==> src/rtl/preemptive_priority_scheduler_core_macros.svh <==
// Assertion macros for the preemptive priority scheduler.
// Used by the top level; they expect signals named clk and rst in scope.
`ifndef PREEMPTIVE_PRIORITY_SCHEDULER_CORE_MACROS_SVH
`define PREEMPTIVE_PRIORITY_SCHEDULER_CORE_MACROS_SVH
`ifndef SYNTHESIS
`define PPS_ASSERT_CLK(label, prop) label: assert property (@(posedge clk) disable iff (rst) \
  prop) else $error("scheduler assertion failed");
`define PPS_ASSERT_NEVER(label, expr) label: assert property (@(posedge clk) disable iff (rst) \
  !(expr)) else $error("scheduler forbidden condition seen");
`else
`define PPS_ASSERT_CLK(label, prop)
`define PPS_ASSERT_NEVER(label, expr)
`endif
`endif

==> src/rtl/ppsched_pkg.sv <==
// Shared types and constants of the preemptive priority scheduler.
// Used by ppsched_cell and the top level; depends on nothing.
`default_nettype none
package ppsched_pkg;

  localparam int ACT_W   = 2;
  localparam int ID_W    = 4;
  localparam int BURST_W = 10;
  localparam int TIME_W  = 16;
  localparam int PRIO_W  = 8;

  localparam logic [ACT_W-1:0] ACT_CLEAR = 2'd0;
  localparam logic [ACT_W-1:0] ACT_LOAD  = 2'd1;
  localparam logic [ACT_W-1:0] ACT_TICK  = 2'd2;

  // Broadcast from the controller to every cell.
  typedef struct packed {
    logic               clear;
    logic               load;
    logic [ID_W-1:0]    load_id;
    logic [BURST_W-1:0] burst;
    logic [TIME_W-1:0]  arrival;
    logic [PRIO_W-1:0]  prio;
    logic [TIME_W-1:0]  now;
    logic               grant;
  } ctl_t;

  // Running summary handed from one cell to the next.
  typedef struct packed {
    logic              elig;     // some eligible job seen so far
    logic [PRIO_W-1:0] prio;     // best candidate priority
    logic [TIME_W-1:0] arrival;  // best candidate arrival
    logic              any_big;  // some loaded slot with two or more ticks left
    logic [1:0]        n_one;    // loaded slots with one tick left, saturating at two
  } chain_t;

endpackage
`default_nettype wire

==> src/rtl/ppsched_cell.sv <==
// One job slot of the scheduler with its stage of the selection chain.
// Depends on ppsched_pkg for the control and chain types.
`default_nettype none
module ppsched_cell #(
  parameter int INDEX = 0,
  parameter int IDX_W = 4
) (
  input  wire                  clk,
  input  wire                  rst,
  input  ppsched_pkg::ctl_t    ctl,
  input  wire [IDX_W-1:0]      grant_id,
  input  ppsched_pkg::chain_t  chain_in,
  input  wire [IDX_W-1:0]      id_in,
  output ppsched_pkg::chain_t  chain_out,
  output logic [IDX_W-1:0]     id_out
);

  logic                                valid;
  logic [ppsched_pkg::PRIO_W-1:0]      prio;
  logic [ppsched_pkg::TIME_W-1:0]      arrival;
  logic [ppsched_pkg::BURST_W-1:0]     remaining;

  logic                 elig_own;
  logic                 take;
  logic                 one_left;
  ppsched_pkg::chain_t  chain_next;
  logic [IDX_W-1:0]     id_next;

  always_comb begin
    elig_own = valid && (remaining != '0) && (arrival <= ctl.now);
    // Only a strictly better slot displaces the incoming candidate, so lower ids win ties.
    take = elig_own && (!chain_in.elig || (prio < chain_in.prio) ||
                        ((prio == chain_in.prio) && (arrival < chain_in.arrival)));
    one_left = valid && (remaining == ppsched_pkg::BURST_W'(1));
    chain_next = chain_in;
    id_next    = id_in;
    chain_next.elig    = chain_in.elig | elig_own;
    chain_next.any_big = chain_in.any_big | (valid && (remaining > ppsched_pkg::BURST_W'(1)));
    if (one_left && (chain_in.n_one != 2'd2)) begin
      chain_next.n_one = chain_in.n_one + 2'd1;
    end
    if (take) begin
      chain_next.prio    = prio;
      chain_next.arrival = arrival;
      id_next            = IDX_W'(INDEX);
    end
  end

  always_ff @(posedge clk) begin
    if (rst) begin
      valid     <= 1'b0;
      chain_out <= '0;
    end else begin
      chain_out <= chain_next;
      if (ctl.clear) begin
        valid <= 1'b0;
      end else if (ctl.load && (32'(ctl.load_id) == INDEX)) begin
        valid     <= 1'b1;
        remaining <= ctl.burst;
        arrival   <= ctl.arrival;
        prio      <= ctl.prio;
      end else if (ctl.grant && (grant_id == IDX_W'(INDEX))) begin
        remaining <= remaining - ppsched_pkg::BURST_W'(1);
      end
    end
    id_out <= id_next;
  end

endmodule
`default_nettype wire

==> src/rtl/preemptive_priority_scheduler_core.sv <==
// A request is accepted in ST_IDLE; the selection wave then crosses the whole row of
// slot cells, one cell per cycle, while the block sits in ST_SCAN, and the result is
// posted from ST_FINISH. A new request is taken only after the last result is posted.
// A result waiting on m_tready holds the block in its final state until taken.
// Synchronous active-high reset empties every slot, zeroes the time and drops m_tvalid.
// Depends on ppsched_pkg, ppsched_cell and the assertion macro header.
`default_nettype none
`include "preemptive_priority_scheduler_core_macros.svh"
module preemptive_priority_scheduler_core #(
  parameter int MAX_JOBS = 16
) (
  input  wire         clk,
  input  wire         rst,
  input  wire         s_tvalid,
  output logic        s_tready,
  input  wire  [1:0]  s_tuser,   // action[1:0]
  input  wire  [39:0] s_tdata,   // job_id[3:0], burst[13:4], arrival[29:14],
                                 // prio[37:30], zero fill[39:38]
  output logic        m_tvalid,
  input  wire         m_tready,
  output logic [23:0] m_tdata    // granted_id[3:0], idle[4], all_done[5],
                                 // tick_time[21:6], zero fill[23:22]
);

  localparam int IDX_W = $clog2(MAX_JOBS);
  localparam int CNT_W = $clog2(MAX_JOBS);

  // The controller accepts one request, applies clear or load at the accept edge,
  // then lets the selection wave run across the cells. Each cell compares its slot
  // against the best candidate from its left neighbor and registers the winner,
  // together with running counts used to judge whether all work is done.
  typedef enum logic [1:0] {
    ST_IDLE,
    ST_SCAN,
    ST_FINISH
  } state_t;

  state_t                              state;
  logic [CNT_W-1:0]                    cnt;
  logic [ppsched_pkg::TIME_W-1:0]      now_time;
  logic [ppsched_pkg::TIME_W-1:0]      tick_time;
  logic                                is_tick;

  logic                 accept;
  logic                 out_free;
  logic                 finish;
  logic                 grant_fire;
  logic                 all_done;
  logic [ppsched_pkg::ACT_W-1:0] in_action;
  ppsched_pkg::ctl_t    ctl;
  ppsched_pkg::chain_t  chain [MAX_JOBS];
  logic [IDX_W-1:0]     cid   [MAX_JOBS];
  ppsched_pkg::chain_t  winner;

  assign s_tready  = (state == ST_IDLE);
  assign accept    = s_tvalid && s_tready;
  assign in_action = s_tuser;
  assign out_free  = !m_tvalid || m_tready;
  assign finish    = (state == ST_FINISH) && out_free;
  assign winner    = chain[MAX_JOBS-1];

  // A grant happens only for a tick that found an eligible slot.
  assign grant_fire = is_tick && winner.elig;

  // All done after this request: no slot with two or more ticks left, and at most
  // one slot with a single tick left, which must be the one served right now.
  assign all_done = !winner.any_big &&
                    ((winner.n_one == 2'd0) || ((winner.n_one == 2'd1) && grant_fire));

  always_comb begin
    ctl         = '0;
    ctl.clear   = accept && (in_action == ppsched_pkg::ACT_CLEAR);
    ctl.load    = accept && (in_action == ppsched_pkg::ACT_LOAD);
    ctl.load_id = s_tdata[3:0];
    ctl.burst   = s_tdata[13:4];
    ctl.arrival = s_tdata[29:14];
    ctl.prio    = s_tdata[37:30];
    ctl.now     = now_time;
    ctl.grant   = finish && grant_fire;
  end

  genvar g;
  generate
    for (g = 0; g < MAX_JOBS; g++) begin : g_cell
      ppsched_pkg::chain_t  link_in;
      logic [IDX_W-1:0]     link_id;
      if (g == 0) begin : g_head
        assign link_in = '0;
        assign link_id = '0;
      end else begin : g_body
        assign link_in = chain[g-1];
        assign link_id = cid[g-1];
      end
      ppsched_cell #(
        .INDEX (g),
        .IDX_W (IDX_W)
      ) u_cell (
        .clk       (clk),
        .rst       (rst),
        .ctl       (ctl),
        .grant_id  (cid[MAX_JOBS-1]),
        .chain_in  (link_in),
        .id_in     (link_id),
        .chain_out (chain[g]),
        .id_out    (cid[g])
      );
    end
  endgenerate

  always_ff @(posedge clk) begin
    if (rst) begin
      state    <= ST_IDLE;
      cnt      <= '0;
      now_time <= '0;
      m_tvalid <= 1'b0;
    end else begin
      // A result taken in the same cycle as a new one is posted stays valid.
      if (m_tvalid && m_tready && !finish) begin
        m_tvalid <= 1'b0;
      end
      case (state)
        ST_IDLE: begin
          if (accept) begin
            tick_time <= now_time;
            is_tick   <= (in_action == ppsched_pkg::ACT_TICK);
            if (in_action == ppsched_pkg::ACT_CLEAR) begin
              now_time <= '0;
            end
            cnt   <= '0;
            state <= ST_SCAN;
          end
        end
        ST_SCAN: begin
          if (cnt == CNT_W'(MAX_JOBS - 1)) begin
            state <= ST_FINISH;
          end else begin
            cnt <= cnt + CNT_W'(1);
          end
        end
        ST_FINISH: begin
          if (out_free) begin
            m_tvalid <= 1'b1;
            m_tdata  <= {2'b00, tick_time, all_done, !grant_fire,
                         grant_fire ? ppsched_pkg::ID_W'(cid[MAX_JOBS-1])
                                    : ppsched_pkg::ID_W'(0)};
            if (is_tick && (now_time != '1)) begin
              now_time <= now_time + ppsched_pkg::TIME_W'(1);
            end
            state <= ST_IDLE;
          end
        end
        default: begin
          state <= ST_IDLE;
        end
      endcase
    end
  end

  `PPS_ASSERT_CLK(a_accept_starts_scan, accept |=> (state == ST_SCAN))
  `PPS_ASSERT_CLK(a_finish_gives_result, finish |=> m_tvalid)
  `PPS_ASSERT_CLK(a_tick, (finish && is_tick) |=> (&now_time || now_time == $past(now_time) + 1'b1))
  `PPS_ASSERT_NEVER(a_grant_outside_finish, ctl.grant && (state != ST_FINISH))

endmodule
`default_nettype wire
==> config.mk <==
export PLATFORM = sky130hd
export DESIGN_NAME = preemptive_priority_scheduler_core
export DESIGN_NICKNAME = d
export VERILOG_FILES = /design/src/rtl/ppsched_pkg.sv /design/src/rtl/ppsched_cell.sv /design/src/rtl/preemptive_priority_scheduler_core.sv
export VERILOG_INCLUDE_DIRS = /design/src /design/src/rtl
export SDC_FILE = /design/constraint.sdc
export NUM_CORES = 2
export LEC_CHECK = 0
export ABC_AREA = 1
export BUFFER_PORTS_ARGS = -buffer_cell sky130_fd_sc_hd__buf_2
export CELL_PAD_IN_SITES_DETAIL_PLACEMENT = 1
export CELL_PAD_IN_SITES_GLOBAL_PLACEMENT = 1
export CORE_MARGIN = 3
export CORE_UTILIZATION = 51
export CTS_BUF_LIST = sky130_fd_sc_hd__clkbuf_8
export CTS_CLUSTER_SIZE = 40
export DETAILED_ROUTE_END_ITERATION = 10
export GPL_ROUTABILITY_DRIVEN = 0
export HOLD_SLACK_MARGIN = 0.12
export PLACE_DENSITY_LB_ADDON = 0.1
export SLEW_MARGIN = 0
export SYNTH_ARGS = -nofsm -noshare
export SYNTH_HDL_FRONTEND = slang
export SYNTH_SLANG_ARGS = --single-unit
==> constraint.sdc <==
create_clock -name clk -period 4.4 [get_ports clk]
set_clock_uncertainty 0.15 [all_clocks]
set_input_delay 1.1 -clock clk [delete_from_list [all_inputs] [get_ports clk]]
set_output_delay 1.1 -clock clk [all_outputs]
set_load 0.02 [all_outputs]
==> metrics.txt <==
post-synthesis cell area 58500 um2; critical path peak fanout 37; global-route congestion overflow total 0; Setup Viol. Count Final 0; clock sink count 1094; startpoint-to-endpoint class of the critical path register to register; max-cap check violation count 0; count of warnings emitted by yosys 0; final-stage net count 7708; unrepaired setup endpoints after global routing false; power per standard cell area 321 nW/um2; commonest cells after routing, fill and taps aside sky130_fd_sc_hd__nand2_1 (1219), sky130_fd_sc_hd__inv_1 (1178), sky130_fd_sc_hd__nor2_1 (765), sky130_fd_sc_hd__a21oi_1 (679), sky130_fd_sc_hd__ha_1 (649); ratio of routed vias to standard cells 5.44; status complete, no violations; H-tree depth 4; insertion delay to the later sink of the worst-skew pair 900 ps; switching component of the power 4.87 mW; crit path capture type register; filler cell count in the final layout 13.6k; width of the chip 345 um; die height 345 um; number of antenna violations at the first check in global routing 10; vias post-DR 47.2k; floorplan core area 113000 um2; area grow syn2layout 10.5%; kind of start point of the critical path register; leakage 27.3 nW; fmax 259 MHz; Die Footprint 119000 um2; hold bufs inserted after CTS 0; GR Util All Layers 29.3%; combinational fraction of design power 3.0%; Max clock buf depth 3; final max-slew violation count 0; fin crit period 3860 ps; post-synthesis sequential area ratio 47.4%; post-synthesis cell count 6885; net switching share of the total power 23.5%; share of synthesized flip-flops with an asynchronous set or reset 0%; number of distinct standard cells referenced by the synthesized netlist 50; placed wire-length estimate after detailed placement 125000 um; top-level port count 72; Register Area 27700 um2; CP required 5000 ps; wire length of the first global-routing pass 271000 um; relative contribution of sequential cells to total power 51.9%; clock network fraction of design power 45.1%; Post-DRT Antenna Nets 0; input/output buffers 67; post_cts resized 0; post-route fraction of the period consumed by the critical path 87.6%; most common flop cell mapped by yosys sky130_fd_sc_hd__edfxtp_1; maximum ir drop on the vdd rail 264 uV; number of buffers added for setup after CTS 0; effective utilization at floorplan 51.7%; violation count after the first detailed-route iteration 2658; number of cells in the finished layout apart from fillers 8683; setup TNS 0 ps; fraction of layout instances using a drive strength above 1 7.24%; transition at the pin with the smallest max-transition slack 1410 ps; routed wire length 175000 um; most frequent standard cell in the layout excluding fill and tap cells sky130_fd_sc_hd__nand2_1; TritonCTS Buffers 189; Syn Area/Cell 8.50 um2; clock slew seen by the registers of the worst setup and hold paths 60 ps; TritonCTS clock tree built; largest net degree at the start of global routing 79; Tightest Hold Check Type register to register; critical path arrival 4450 ps; router iterations before antenna repair 6; DRC violation count after routing 0; clock root buffer sky130_fd_sc_hd__clkbuf_8; dpl cells 8322; combined area of the multi-input logic cells 25800 um2; wire per inst 20.1 um; post-synthesis register bit count 1094; internal power 15.9 mW; Rel. slew slack 5.93%; Fin. Hold Viols 0; number of global-route vias before repair 49.9k; number of enable-type register cells in the synthesized netlist 583; floorplan row count 123
==> per-stage QoR <==
stage          setup slack [ps]  util (%)  total power [mW]  hold slack (ps)  instance area [um2]
5_1_grt                     350      57.2              21.5              279                64700
6_report                    545      57.2              20.8              260                64700
3_5_place_dp                622      53.8              11.6              250                60800
2_1_floorplan               790         -              11.3              235                58500
4_1_cts                     571      57.2              21.0              262                64600
3_3_place_gp                692      53.8              11.6              242                60800
==> power groups by stage <==
stage | clock network, mW | logic, mW | registers, mW
finish | 9.36 | 0.624 | 10.8
global route | 10.0 | 0.677 | 10.8
CTS | 9.56 | 0.626 | 10.8
detailed placement | 0 | 0.622 | 11.0
global placement | 0 | 0.597 | 11.0
floorplan | 0 | 0.303 | 11.0
==> sequential cells by signal, summed over array words and instances (netlist names), 4 cells and up <==
register	cells
g_cell.u_cell.valid	16
m_tdata	22
cnt	4
g_cell.u_cell.arrival	256
g_cell.u_cell.chain_out	423
g_cell.u_cell.id_out	49
g_cell.u_cell.remaining	160
tick_time	16
now_time	16
g_cell.u_cell.prio	128
==> path summary, 6_finish.rpt <==
check                                                start                             end  slack [ps]  cells past startpoint
worst max register to register                now_time[15]  g_cell[8].u_cell.chain_out[22]         540                     10
worst max-delay path                          now_time[15]  g_cell[8].u_cell.chain_out[22]         540                     10
worst min-delay path            g_cell[9].u_cell.id_out[2]     g_cell[10].u_cell.id_out[2]         260                      2
worst min register to register  g_cell[9].u_cell.id_out[2]     g_cell[10].u_cell.id_out[2]         260                      2
==> worst max-delay path, stage by stage (launching register included) <==
cell and delay, ps:
sky130_fd_sc_hd__dfxtp_1 360, sky130_fd_sc_hd__inv_1 1020, sky130_fd_sc_hd__ha_1 320, sky130_fd_sc_hd__nand2_1 100
sky130_fd_sc_hd__nor3_1 490, sky130_fd_sc_hd__nand3_1 260, sky130_fd_sc_hd__a21oi_4 450, sky130_fd_sc_hd__buf_12 250
sky130_fd_sc_hd__nand3_1 90, sky130_fd_sc_hd__nand2_1 70, sky130_fd_sc_hd__nor2_1 70
==> area by class of cell <==
| type | instances | share of cell area, % |
|---|---|---|
| flip-flops and latches | 1094 | 42.9 |
| multi-input cells | 4455 | 39.9 |
| inverters | 1097 | 6.38 |
| clock buffers | 225 | 4.79 |
| well taps | 1500 | 2.90 |
| repair buffers | 176 | 2.02 |
| clock inverters | 134 | 1.14 |
| diodes | 2 | 0.00774 |
==> synthesized netlist by cell type (all sizes together) (60+ instances only) <==
master	count	area, um2
edfxtp	583	17500
inv	1097	4120
xor2	60	526
nor3	95	519
nand2	1224	4600
nor2	791	3000
dfxtp	511	10200
ha	649	8120
o21ai	220	1110
buf	137	703
nand4	66	425
a21oi	693	3480
nand3	450	2270
clkbuf	103	387
==> kinds of logic (layout without fill, tap and decap cells) <==
group | Yosys count | in the layout | share of synthesized area [%]
AO/OA/AOI/OAI | 1041 | 1041 | 9.49
XOR/XNOR | 84 | 84 | 1.26
adder cells (fa/ha/maj) | 649 | 649 | 13.9
buffers and inverters | 1337 | 1632 | 8.90
flip-flops | 1094 | 1094 | 47.4
other | 1 | 4 | 0.00641
AND/OR/NAND/NOR | 2679 | 2679 | 19.1
==> layer usage <==
layer  wire length (um)  part of all wire (%)  global-route usage (%)
met1              74600                    43                    36.1
met2              87700                    50                    52.5
met3               7210                   4.1                    4.09
met4               5310                   3.0                    9.74
met5                 27                 0.015                       0
(Power assumes the default switching activity.)
